## src/assert_macros.svh

```systemverilog
// Assertion macros shared by the scheduler RTL
`ifndef ASSERT_MACROS_SVH
`define ASSERT_MACROS_SVH

// Check a property on every rising clock edge, switched off while reset is asserted
`define PPS_ASSERT(lbl, clk, rst_n, prop, msg) \
  lbl: assert property (@(posedge clk) disable iff (!rst_n) prop) else $error(msg);

// Check a property on every rising clock edge, reset included
`define PPS_ASSERT_ALWAYS(lbl, clk, prop, msg) \
  lbl: assert property (@(posedge clk) prop) else $error(msg);

`endif

```

## src/pps_pkg.sv

```systemverilog
// Package: sizes, scan candidate type and control states of the priority scheduler
package pps_pkg;

  localparam int MAX_PROCESSES = 16;
  localparam int IDX_W         = $clog2(MAX_PROCESSES);
  localparam int CNT_W         = $clog2(MAX_PROCESSES + 1);
  localparam int PC_W          = 5;
  localparam int ENTRY_W       = 4;
  localparam int ARR_W         = 16;
  localparam int BURST_W       = 16;
  localparam int PRIO_W        = 8;
  localparam int TIME_W        = 20;
  localparam int CMPC_W        = (CNT_W > PC_W) ? CNT_W : PC_W;
  localparam int CMPI_W        = (IDX_W > ENTRY_W) ? IDX_W : ENTRY_W;
  localparam logic [TIME_W-1:0] TIME_MAX = {TIME_W{1'b1}};
  localparam logic [PC_W-1:0]   PC_RESET = PC_W'(16);

  // Work count, saturating at two or more
  typedef enum logic [1:0] {
    WC_NONE = 2'd0,
    WC_ONE  = 2'd1,
    WC_MANY = 2'd2
  } wcnt_t;

  // Best candidate so far, handed from cell to cell during a scan
  typedef struct packed {
    logic               found;
    wcnt_t              wcnt;
    logic [IDX_W-1:0]   idx;
    logic [PRIO_W-1:0]  prio;
    logic [ARR_W-1:0]   arrival;
    logic [BURST_W-1:0] burst;
    logic               rem_one;
  } cand_t;

  // Item function codes
  typedef enum logic {
    FUNC_LOAD = 1'b0,
    FUNC_TICK = 1'b1
  } func_t;

  // Control sequencer states
  typedef enum logic [1:0] {
    ST_IDLE  = 2'd0,
    ST_SCAN  = 2'd1,
    ST_APPLY = 2'd2,
    ST_EMIT  = 2'd3
  } state_t;

endpackage

```

## src/pps_if.sv

```systemverilog
// Channel interfaces: input items, result items and the configuration write
interface pps_in_if;
  import pps_pkg::*;
  logic                valid;
  logic                ready;
  logic                func;
  logic [ENTRY_W-1:0]  entry_index;
  logic [ARR_W-1:0]    arrival_time;
  logic [BURST_W-1:0]  burst_length;
  logic [PRIO_W-1:0]   priority_level;
  modport source (output valid, func, entry_index, arrival_time, burst_length,
                  priority_level, input ready);
  modport sink   (input valid, func, entry_index, arrival_time, burst_length,
                  priority_level, output ready);
endinterface

interface pps_out_if;
  import pps_pkg::*;
  logic               valid;
  logic               ready;
  logic               ran_valid;
  logic [ENTRY_W-1:0] ran_index;
  logic               finished;
  logic [TIME_W-1:0]  turnaround;
  logic [TIME_W-1:0]  waiting;
  logic               all_done;
  logic [TIME_W-1:0]  time_now;
  modport source (output valid, ran_valid, ran_index, finished, turnaround, waiting,
                  all_done, time_now, input ready);
  modport sink   (input valid, ran_valid, ran_index, finished, turnaround, waiting,
                  all_done, time_now, output ready);
endinterface

interface pps_cfg_if;
  import pps_pkg::*;
  logic            valid;
  logic            ready;
  logic [PC_W-1:0] data;
  modport source (output valid, data, input ready);
  modport sink   (input valid, data, output ready);
endinterface

```

## src/preemptive_priority_scheduler.sv

```systemverilog
// Top level of the preemptive priority scheduler: control sequencer and chain of entry cells
//
//   channel  | direction | carries
//   ---------+-----------+-----------------------------------------------------
//   in_ch    | in        | func, entry_index, arrival_time, burst_length, priority
//   out_ch   | out       | ran_valid, ran_index, finished, turnaround, waiting,
//            |           | all_done, time_now
//   cfg_ch   | in        | process_count (always ready)
//
// Each item is taken in the idle state, then scanned while the token walks the cell chain,
// then passes through the apply state and the emit state.
// A new item is taken only when the sequencer is idle. A result waiting on out_ch does not
// block the next item; that item holds in its emit cycle until the waiting result is taken.
// Synchronous active-low reset clears all work, time and the count (to 16); no sweep.
module preemptive_priority_scheduler
  import pps_pkg::*;
(
  input  logic      clk,
  input  logic      rst_n,
  pps_in_if.sink    in_ch,
  pps_out_if.source out_ch,
  pps_cfg_if.sink   cfg_ch
);

`include "assert_macros.svh"

  state_t              state_r;
  state_t              state_nxt;
  logic [PC_W-1:0]     pc_r;
  logic [CNT_W-1:0]    n_eff;
  logic [TIME_W-1:0]   time_r;
  logic [TIME_W-1:0]   time_nxt;
  logic                func_r;
  logic                start_r;
  logic                accept;
  logic                tok_last;
  logic                apply_en;
  logic                emit_en;
  logic                dec_en;
  logic                advance;
  logic                finish;
  logic                ran_r;
  logic [ENTRY_W-1:0]  idx_r;
  logic                fin_r;
  logic [TIME_W-1:0]   tat_r;
  logic [BURST_W-1:0]  burst_r;
  logic                done_r;
  logic [TIME_W-1:0]   wait_val;
  logic                out_valid_r;
  logic                out_ran_r;
  logic [ENTRY_W-1:0]  out_idx_r;
  logic                out_fin_r;
  logic [TIME_W-1:0]   out_tat_r;
  logic [TIME_W-1:0]   out_wait_r;
  logic                out_done_r;
  logic [TIME_W-1:0]   out_time_r;
  logic [MAX_PROCESSES-1:0] wr_vec;
  logic [MAX_PROCESSES-1:0] dec_vec;
  logic [MAX_PROCESSES:0]   tok_chain;
  cand_t               cand_chain [MAX_PROCESSES+1];
  cand_t               best;

  // Configuration register
  assign cfg_ch.ready = 1'b1;

  always_ff @(posedge clk) begin
    if (!rst_n) begin
      pc_r <= PC_RESET;
    end else if (cfg_ch.valid) begin
      pc_r <= cfg_ch.data;
    end
  end

  // Clamp count to the entries present
  assign n_eff = (CMPC_W'(pc_r) > CMPC_W'(MAX_PROCESSES)) ? CNT_W'(MAX_PROCESSES)
                                                           : CNT_W'(pc_r);

  assign accept   = in_ch.valid && in_ch.ready;
  assign tok_last = tok_chain[MAX_PROCESSES];
  assign best     = cand_chain[MAX_PROCESSES];

  // Next state
  always_comb begin
    state_nxt = state_r;
    unique case (state_r)
      ST_IDLE:  if (in_ch.valid) state_nxt = ST_SCAN;
      ST_SCAN:  if (tok_last) state_nxt = ST_APPLY;
      ST_APPLY: state_nxt = ST_EMIT;
      ST_EMIT:  if (!out_valid_r || out_ch.ready) state_nxt = ST_IDLE;
      default:  state_nxt = ST_IDLE;
    endcase
  end

  // Sequencer outputs
  always_comb begin
    in_ch.ready = 1'b0;
    apply_en    = 1'b0;
    emit_en     = 1'b0;
    unique case (state_r)
      ST_IDLE:  in_ch.ready = 1'b1;
      ST_SCAN:  ;
      ST_APPLY: apply_en = 1'b1;
      ST_EMIT:  emit_en = !out_valid_r || out_ch.ready;
      default:  ;
    endcase
  end

  always_ff @(posedge clk) begin
    if (!rst_n) begin
      state_r <= ST_IDLE;
      start_r <= 1'b0;
    end else begin
      state_r <= state_nxt;
      start_r <= accept;
    end
  end

  always_ff @(posedge clk) begin
    if (accept) begin
      func_r <= in_ch.func;
    end
  end

  // Chain of entry cells, scan enters at cell zero
  assign cand_chain[0] = '0;
  assign tok_chain[0]  = start_r;
  assign dec_en        = apply_en && (func_r == FUNC_TICK) && best.found;

  for (genvar i = 0; i < MAX_PROCESSES; i++) begin : g_cell
    assign wr_vec[i]  = accept && (in_ch.func == FUNC_LOAD) &&
                        (CMPI_W'(in_ch.entry_index) == CMPI_W'(i));
    assign dec_vec[i] = dec_en && (best.idx == IDX_W'(i));

    pps_cell u_cell (
      .clk        (clk),
      .rst_n      (rst_n),
      .cell_idx   (IDX_W'(i)),
      .n_eff      (n_eff),
      .time_now   (time_r),
      .wr_en      (wr_vec[i]),
      .wr_arrival (in_ch.arrival_time),
      .wr_burst   (in_ch.burst_length),
      .wr_prio    (in_ch.priority_level),
      .dec_en     (dec_vec[i]),
      .tok_in     (tok_chain[i]),
      .cand_in    (cand_chain[i]),
      .tok_out    (tok_chain[i+1]),
      .cand_out   (cand_chain[i+1])
    );
  end

  // Advance time on a run or an idle tick, saturating
  assign advance  = (func_r == FUNC_TICK) && (best.found || (best.wcnt != WC_NONE));
  assign time_nxt = (advance && (time_r != TIME_MAX)) ? time_r + TIME_W'(1) : time_r;
  assign finish   = dec_en && best.rem_one;

  always_ff @(posedge clk) begin
    if (!rst_n) begin
      time_r <= '0;
    end else if (apply_en) begin
      time_r <= time_nxt;
    end
  end

  // Capture the tick outcome
  always_ff @(posedge clk) begin
    if (apply_en) begin
      ran_r   <= dec_en;
      idx_r   <= dec_en ? ENTRY_W'(best.idx) : '0;
      fin_r   <= finish;
      tat_r   <= finish ? time_nxt - TIME_W'(best.arrival) : '0;
      burst_r <= best.burst;
      done_r  <= (best.wcnt == WC_NONE) || (finish && (best.wcnt == WC_ONE));
    end
  end

  // Waiting time, clamp at zero
  assign wait_val = (tat_r >= TIME_W'(burst_r)) ? tat_r - TIME_W'(burst_r) : '0;

  // Output register
  always_ff @(posedge clk) begin
    if (!rst_n) begin
      out_valid_r <= 1'b0;
    end else if (emit_en) begin
      out_valid_r <= 1'b1;
    end else if (out_ch.ready) begin
      out_valid_r <= 1'b0;
    end
  end

  always_ff @(posedge clk) begin
    if (emit_en) begin
      out_ran_r  <= ran_r;
      out_idx_r  <= idx_r;
      out_fin_r  <= fin_r;
      out_tat_r  <= tat_r;
      out_wait_r <= fin_r ? wait_val : '0;
      out_done_r <= done_r;
      out_time_r <= time_r;
    end
  end

  assign out_ch.valid      = out_valid_r;
  assign out_ch.ran_valid  = out_ran_r;
  assign out_ch.ran_index  = out_idx_r;
  assign out_ch.finished   = out_fin_r;
  assign out_ch.turnaround = out_tat_r;
  assign out_ch.waiting    = out_wait_r;
  assign out_ch.all_done   = out_done_r;
  assign out_ch.time_now   = out_time_r;

  // Checks
  `PPS_ASSERT(a_accept_starts_scan, clk, rst_n, accept |=> (state_r == ST_SCAN), "accepted item did not start a scan")
  `PPS_ASSERT(a_token_in_scan, clk, rst_n, tok_last |-> (state_r == ST_SCAN), "scan token left the chain outside a scan")
  `PPS_ASSERT(a_time_only_on_apply, clk, rst_n, (state_r != ST_APPLY) |=> $stable(time_r), "time moved outside the apply cycle")
  `PPS_ASSERT_ALWAYS(a_single_decrement, clk, $onehot0(dec_vec), "more than one entry charged in a tick")

endmodule

```

## src/pps_cell.sv

```systemverilog
// One process entry of the scan chain: stores the entry and refines the passing candidate
module pps_cell
  import pps_pkg::*;
(
  input  logic               clk,
  input  logic               rst_n,
  input  logic [IDX_W-1:0]   cell_idx,
  input  logic [CNT_W-1:0]   n_eff,
  input  logic [TIME_W-1:0]  time_now,
  input  logic               wr_en,
  input  logic [ARR_W-1:0]   wr_arrival,
  input  logic [BURST_W-1:0] wr_burst,
  input  logic [PRIO_W-1:0]  wr_prio,
  input  logic               dec_en,
  input  logic               tok_in,
  input  cand_t              cand_in,
  output logic               tok_out,
  output cand_t              cand_out
);

  logic [ARR_W-1:0]   arrival_r;
  logic [BURST_W-1:0] burst_r;
  logic [PRIO_W-1:0]  prio_r;
  logic [BURST_W-1:0] rem_r;
  logic               tok_r;
  cand_t              cand_r;
  cand_t              cand_nxt;
  logic               active;
  logic               has_work;
  logic               eligible;

  // Entry takes part and still has work
  assign active   = CNT_W'(cell_idx) < n_eff;
  assign has_work = active && (rem_r != '0);
  assign eligible = has_work && (TIME_W'(arrival_r) <= time_now);

  // Refine candidate: later index wins a tie
  always_comb begin
    cand_nxt = cand_in;
    if (eligible && (!cand_in.found || (prio_r <= cand_in.prio))) begin
      cand_nxt.found   = 1'b1;
      cand_nxt.idx     = cell_idx;
      cand_nxt.prio    = prio_r;
      cand_nxt.arrival = arrival_r;
      cand_nxt.burst   = burst_r;
      cand_nxt.rem_one = (rem_r == BURST_W'(1));
    end
    if (has_work) begin
      unique case (cand_in.wcnt)
        WC_NONE: cand_nxt.wcnt = WC_ONE;
        WC_ONE:  cand_nxt.wcnt = WC_MANY;
        default: cand_nxt.wcnt = WC_MANY;
      endcase
    end
  end

  // Load entry, charge one tick of work
  always_ff @(posedge clk) begin
    if (!rst_n) begin
      rem_r <= '0;
    end else if (wr_en) begin
      rem_r <= wr_burst;
    end else if (dec_en) begin
      rem_r <= rem_r - BURST_W'(1);
    end
  end

  always_ff @(posedge clk) begin
    if (wr_en) begin
      arrival_r <= wr_arrival;
      burst_r   <= wr_burst;
      prio_r    <= wr_prio;
    end
  end

  // Advance token, hold candidate between scans
  always_ff @(posedge clk) begin
    if (!rst_n) begin
      tok_r <= 1'b0;
    end else begin
      tok_r <= tok_in;
    end
  end

  always_ff @(posedge clk) begin
    if (tok_in) begin
      cand_r <= cand_nxt;
    end
  end

  assign tok_out  = tok_r;
  assign cand_out = cand_r;

endmodule
```

## src/flat_wrapper.sv

```systemverilog
// flat-port wrapper written by rule: the top's interface ports become plain ports
module preemptive_priority_scheduler_flat import pps_pkg::*;
  (clk, rst_n, in_ch_valid, in_ch_func, in_ch_entry_index, in_ch_arrival_time, in_ch_burst_length, in_ch_priority_level, in_ch_ready, out_ch_valid, out_ch_ran_valid, out_ch_ran_index, out_ch_finished, out_ch_turnaround, out_ch_waiting, out_ch_all_done, out_ch_time_now, out_ch_ready, cfg_ch_valid, cfg_ch_data, cfg_ch_ready);
  pps_in_if in_ch_i ();
  pps_out_if out_ch_i ();
  pps_cfg_if cfg_ch_i ();
  input  logic clk;
  input  logic rst_n;
  input wire logic [$bits(in_ch_i.valid)-1:0] in_ch_valid;
  input wire logic [$bits(in_ch_i.func)-1:0] in_ch_func;
  input wire logic [$bits(in_ch_i.entry_index)-1:0] in_ch_entry_index;
  input wire logic [$bits(in_ch_i.arrival_time)-1:0] in_ch_arrival_time;
  input wire logic [$bits(in_ch_i.burst_length)-1:0] in_ch_burst_length;
  input wire logic [$bits(in_ch_i.priority_level)-1:0] in_ch_priority_level;
  output wire logic [$bits(in_ch_i.ready)-1:0] in_ch_ready;
  output wire logic [$bits(out_ch_i.valid)-1:0] out_ch_valid;
  output wire logic [$bits(out_ch_i.ran_valid)-1:0] out_ch_ran_valid;
  output wire logic [$bits(out_ch_i.ran_index)-1:0] out_ch_ran_index;
  output wire logic [$bits(out_ch_i.finished)-1:0] out_ch_finished;
  output wire logic [$bits(out_ch_i.turnaround)-1:0] out_ch_turnaround;
  output wire logic [$bits(out_ch_i.waiting)-1:0] out_ch_waiting;
  output wire logic [$bits(out_ch_i.all_done)-1:0] out_ch_all_done;
  output wire logic [$bits(out_ch_i.time_now)-1:0] out_ch_time_now;
  input wire logic [$bits(out_ch_i.ready)-1:0] out_ch_ready;
  input wire logic [$bits(cfg_ch_i.valid)-1:0] cfg_ch_valid;
  input wire logic [$bits(cfg_ch_i.data)-1:0] cfg_ch_data;
  output wire logic [$bits(cfg_ch_i.ready)-1:0] cfg_ch_ready;
  assign in_ch_i.valid = in_ch_valid;
  assign in_ch_i.func = in_ch_func;
  assign in_ch_i.entry_index = in_ch_entry_index;
  assign in_ch_i.arrival_time = in_ch_arrival_time;
  assign in_ch_i.burst_length = in_ch_burst_length;
  assign in_ch_i.priority_level = in_ch_priority_level;
  assign in_ch_ready = in_ch_i.ready;
  assign out_ch_valid = out_ch_i.valid;
  assign out_ch_ran_valid = out_ch_i.ran_valid;
  assign out_ch_ran_index = out_ch_i.ran_index;
  assign out_ch_finished = out_ch_i.finished;
  assign out_ch_turnaround = out_ch_i.turnaround;
  assign out_ch_waiting = out_ch_i.waiting;
  assign out_ch_all_done = out_ch_i.all_done;
  assign out_ch_time_now = out_ch_i.time_now;
  assign out_ch_i.ready = out_ch_ready;
  assign cfg_ch_i.valid = cfg_ch_valid;
  assign cfg_ch_i.data = cfg_ch_data;
  assign cfg_ch_ready = cfg_ch_i.ready;
  preemptive_priority_scheduler u_core (.clk(clk), .rst_n(rst_n), .in_ch(in_ch_i), .out_ch(out_ch_i), .cfg_ch(cfg_ch_i));
endmodule
```

## config.mk

```make
export PLATFORM = sky130hd
export DESIGN_NAME = preemptive_priority_scheduler_flat
export DESIGN_NICKNAME = d
export VERILOG_FILES = /design/src/pps_pkg.sv /design/src/pps_if.sv /design/src/preemptive_priority_scheduler.sv /design/src/pps_cell.sv /design/src/flat_wrapper.sv
export VERILOG_INCLUDE_DIRS = /design/src /design/src/src
export SDC_FILE = /design/constraint.sdc
export NUM_CORES = 2
export LEC_CHECK = 0
export BUFFER_PORTS_ARGS = -buffer_cell sky130_fd_sc_hd__buf_2
export CAP_MARGIN = 30
export CORE_MARGIN = 2
export CORE_UTILIZATION = 46
export CTS_BUF_LIST = sky130_fd_sc_hd__clkbuf_4 sky130_fd_sc_hd__clkbuf_8
export CTS_CLUSTER_SIZE = 16
export DETAILED_ROUTE_END_ITERATION = 10
export MAX_ROUTING_LAYER = met4
export PLACE_DENSITY = 0.66
export SLEW_MARGIN = 20
export SYNTH_ARGS = -nofsm -noshare
export SYNTH_HDL_FRONTEND = slang
export SYNTH_SLANG_ARGS = --single-unit
```

## constraint.sdc

```tcl
create_clock -name clk -period 6.95 [get_ports clk]
set_input_delay 0.695 -clock clk [delete_from_list [all_inputs] [get_ports clk]]
set_output_delay 0.695 -clock clk [all_outputs]
set_load 0.01 [all_outputs]
```

==> run metrics <==
Final Hold Fails 0; Mapped Cells between 5,000 and 6,000; Fillers 14,529; maximum fanout along the worst path 8; Post-synth EDFFs 1,495; synthesized flop and latch total about 1,800; Die Wd between 400 and 500 um; Worst-Margin Slew a little under 1 ns; first-pass GRT wire length about 260 mm; Core Footprint about 170,000 um2; commonest non-fill, non-tap cells in the layout edfxtp_1 (1,495), mux2_2 (573), ha_1 (459); vias post-DR between 40,000 and 50,000; H-tree levels 5; post-route clock period utilization 0.613; hpwl dp 116 mm; main flop type after synthesis edfxtp_1; CTS tree done; DRT antenna net count 0; Final min period approximately 4.3 ns; CTS clk-pin slew, worst paths 0.06 ns; most common cell after layout, fill and taps aside edfxtp_1; Residual DRC 0; RD Place Congestion about 0.88; LEAKAGE 32.4 nW; Worst setup startpoint u_core.time_r[4]$_SDFFE_PN0P_; relative slew slack 0.344; WL final 168 mm; gr ovfl total 0; wire length per cell slightly below 20 um; crit-path max cell delay 0.75 ns; CP top delay family compound AO/OA/AOI/OAI gates; crit end category flip-flop; critical-path cell list nand2_1, nor3_1, nand2_1, a311oi_1, and3_1, xnor2_1, ha_1, and3_1, and2_1, a221o_1, a211o_1, a211oi_1, xnor2_1, nor2_1; Worst Hold Class in -> reg; reg2reg setup slack 2.69 ns; num rows approximately 150; Die Y roughly 420 um; Maximum Capacitance Violations 0; Root Driver clkbuf_8; crit path to u_core.tat_r[17]$_SDFFCE_PN0P_; register area share after synthesis 0.633; Worst EP required around 7.7 ns; Post-CTS Setup Inserts 0; Critical Path Start Type flip-flop; CTS sink cnt ~1,800; power per cell area 258 nW/um2; initial antenna violation count 7; Final setup viols 0; Syn Area/Cell 14.0 um2; layout cell share with drive strength beyond 1 0.226; Yosys warning count 0; final worst slack approximately 2.7 ns; Port Buffers about 120; number of cells on the critical path 14; clk buf depth 4; Max Slew Vio Count 0; Pre-antenna DRT Iters 5; reg-to-reg endpoint u_core.tat_r[17]$_SDFFCE_PN0P_; starting density of the core 0.463; async set-reset flop share out of synthesis 0; Total GRT Usage 0.194; I/O pin cnt approximately 130; TritonCTS Buffers roughly 310; Fin Setup TNS 0 ns; RSZ-0062 raised after global routing false; Nets 6,634; status completed; crit path DAT 4.96 ns; Mapped Nets roughly 6,300; Max VDD drop 0.000235 V; Fin Clk Skew between 0.07 and 0.08 ns; Max Freq roughly 230 MHz; DIE AREA 178,000 um2; vias in the first global route roughly 47,000; slowest CP cell a311oi_1; worst path bufs/invs 0; Detailed Route Iter0 Violations around 2,700; launch point of the worst reg-to-reg path u_core.time_r[4]$_SDFFE_PN0P_; via-per-instance ratio 5.32; Worst-Skew Late Latency 1.02 ns; Area growth syn-to-layout 12.8%; mapped cell area around 80,000 um2; Netlist cell types 85; DP Worst Slack 2.72 ns; maximum number of pins on one net before global-route repair 93; crit path kind reg -> reg; worst-case reg-to-reg path depth 14
state kept, by name, indices dropped and copies added (netlist names), 2 cells and up:
register and count:
u_core.g_cell.u_cell.prio_r 128, u_core.tat_r 20, u_core.g_cell.u_cell.tok_out 16, u_core.burst_r 16, u_core.out_ch.time_now 20, u_core.g_cell.u_cell.burst_r 256
u_core.out_ch.turnaround 20, u_core.pc_r 5, u_core.time_r 20, u_core.g_cell.u_cell.cand_out 744, u_core.out_ch.waiting 20, u_core.idx_r 4
u_core.state_r 2, u_core.g_cell.u_cell.arrival_r 256, u_core.g_cell.u_cell.rem_r 256, u_core.out_ch.ran_index 4
stage by stage:
step	cell area [um2]	utilization	cells	total power [mW]	hold WS, ns
6_report	90700	0.522	8664	23.4	0.165
5_1_grt	90700	0.522	8661	24.3	0.104
4_1_cts	90400	0.520	8646	23.6	0.0489
3_5_place_dp	84400	0.486	8104	14.3	0.413
3_3_place_gp	83800	0.482	8074	14.3	0.404
2_1_floorplan	80400	-	5744	13.7	0.400
metal layers:
| layer | global-route usage | vias to the layer above | wire, um |
|---|---|---|---|
| met5 | - | - | 0 |
| met4 | 0.0699 | 0 | 5090 |
| met1 | 0.259 | 22276 | 78200 |
| met2 | 0.298 | 1083 | 76600 |
| li1 | - | 22350 | - |
| met3 | 0.0326 | 388 | 8290 |
cell type report:
| type | count | area, um2 | area share |
|---|---|---|---|
| antenna | 5 | 12.5 | 0.000138 |
| sequential | 1796 | 50900 | 0.562 |
| inverter | 292 | 1100 | 0.0122 |
| timing repair buffer | 260 | 2170 | 0.0239 |
| tap | 2325 | 2910 | 0.0321 |
| multi-input combinational | 3455 | 27600 | 0.305 |
| clock inverter | 96 | 556 | 0.00613 |
| clock buffer | 435 | 5330 | 0.0588 |
worst reg2reg max path: cells and delay by family, from the launching register on:
| family | cells | cell delay (ns) |
|---|---|---|
| flops | 1 | 0.45 |
| xor+xnor | 2 | 0.28 |
| compound gates | 4 | 1.62 |
| simple gates | 7 | 1.35 |
| fa+ha+maj | 1 | 0.31 |
what timing repair did:
action,CTS,global route
endpoints found under the hold margin,6,0
resized for setup,0,0
endpoints found under the setup margin,0,0
hold buffers,11,0
worst min path at each step:
stage | startpoint | to | slack (ns) | depth (start not counted)
6_report | in_ch_arrival_time[1] | u_core.g_cell[1].u_cell.arrival_r[1]$_DFFE_PP_ | 0.16 | 1
5_1_grt | in_ch_priority_level[6] | u_core.g_cell[7].u_cell.prio_r[6]$_DFFE_PP_ | 0.10 | 1
4_1_cts | in_ch_priority_level[6] | u_core.g_cell[7].u_cell.prio_r[6]$_DFFE_PP_ | 0.05 | 1
3_5_place_dp | u_core.idx_r[3]$_SDFFCE_PN0P_ | u_core.out_ch.ran_index[3]$_DFFE_PP_ | 0.41 | 0
3_3_place_gp | u_core.g_cell[15].u_cell.cand_out[15]$_DFFE_PP_ | u_core.burst_r[14]$_DFFE_PP_ | 0.40 | 0
2_1_floorplan | u_core.g_cell[15].u_cell.cand_out[1]$_DFFE_PP_ | u_core.burst_r[0]$_DFFE_PP_ | 0.40 | 0
cell usage after synthesis, types with 7 or more instances:
| cell type | count | area share |
|---|---|---|
| mux2_4 | 35 | 0.0065 |
| and4_1 | 22 | 0.0024 |
| a21oi_1 | 200 | 0.012 |
| buf_1 | 21 | 0.00098 |
| xnor2_1 | 203 | 0.022 |
| or2_2 | 36 | 0.0028 |
| clkbuf_1 | 138 | 0.0064 |
| o221a_2 | 7 | 0.00098 |
| a21o_1 | 112 | 0.010 |
| and2_1 | 36 | 0.0028 |
| nand3_1 | 58 | 0.0036 |
| or3_1 | 38 | 0.0030 |
| nor4_1 | 55 | 0.0043 |
| o211ai_1 | 24 | 0.0022 |
| o21bai_1 | 10 | 0.00093 |
| a311oi_1 | 16 | 0.0017 |
| edfxtp_1 | 1495 | 0.56 |
| a31oi_1 | 20 | 0.0016 |
| ha_1 | 460 | 0.072 |
| o21ai_0 | 132 | 0.0082 |
| nor3_1 | 122 | 0.0076 |
| nor3b_1 | 49 | 0.0046 |
| mux2i_1 | 18 | 0.0022 |
| nand2_1 | 153 | 0.0071 |
| or4_1 | 19 | 0.0018 |
| a211oi_1 | 214 | 0.020 |
| nand2b_1 | 53 | 0.0041 |
| nor2b_1 | 79 | 0.0061 |
| nor2_1 | 381 | 0.018 |
| nand4_1 | 79 | 0.0061 |
| buf_2 | 29 | 0.0018 |
| inv_1 | 291 | 0.014 |
| nand3b_1 | 12 | 0.0011 |
| xor2_1 | 75 | 0.0082 |
| mux2_2 | 573 | 0.080 |
| dfxtp_1 | 301 | 0.075 |
| o21a_1 | 57 | 0.0053 |
| and3_1 | 23 | 0.0018 |
| nor4b_1 | 7 | 0.00076 |
cell families (layout without fill, tap and decap cells):
logic type,Yosys count,count (layout),share of synthesized area
AO/OA/AOI/OAI,845,845,0.0700
buffers and inverters,493,1083,0.0248
XOR/XNOR,278,278,0.0303
other,1,6,0.0000466
AND/OR/NAND/NOR,1242,1242,0.0805
multiplexers,627,627,0.0892
adder cells (fa/ha/maj),462,462,0.0721
flip-flops,1796,1796,0.633
where the power goes:
part,internal (mW),switching [mW]
logic,0.789,1.15
registers,12.0,0.162
clock network,5.10,4.13
Power figures use the tool's default switching activity.
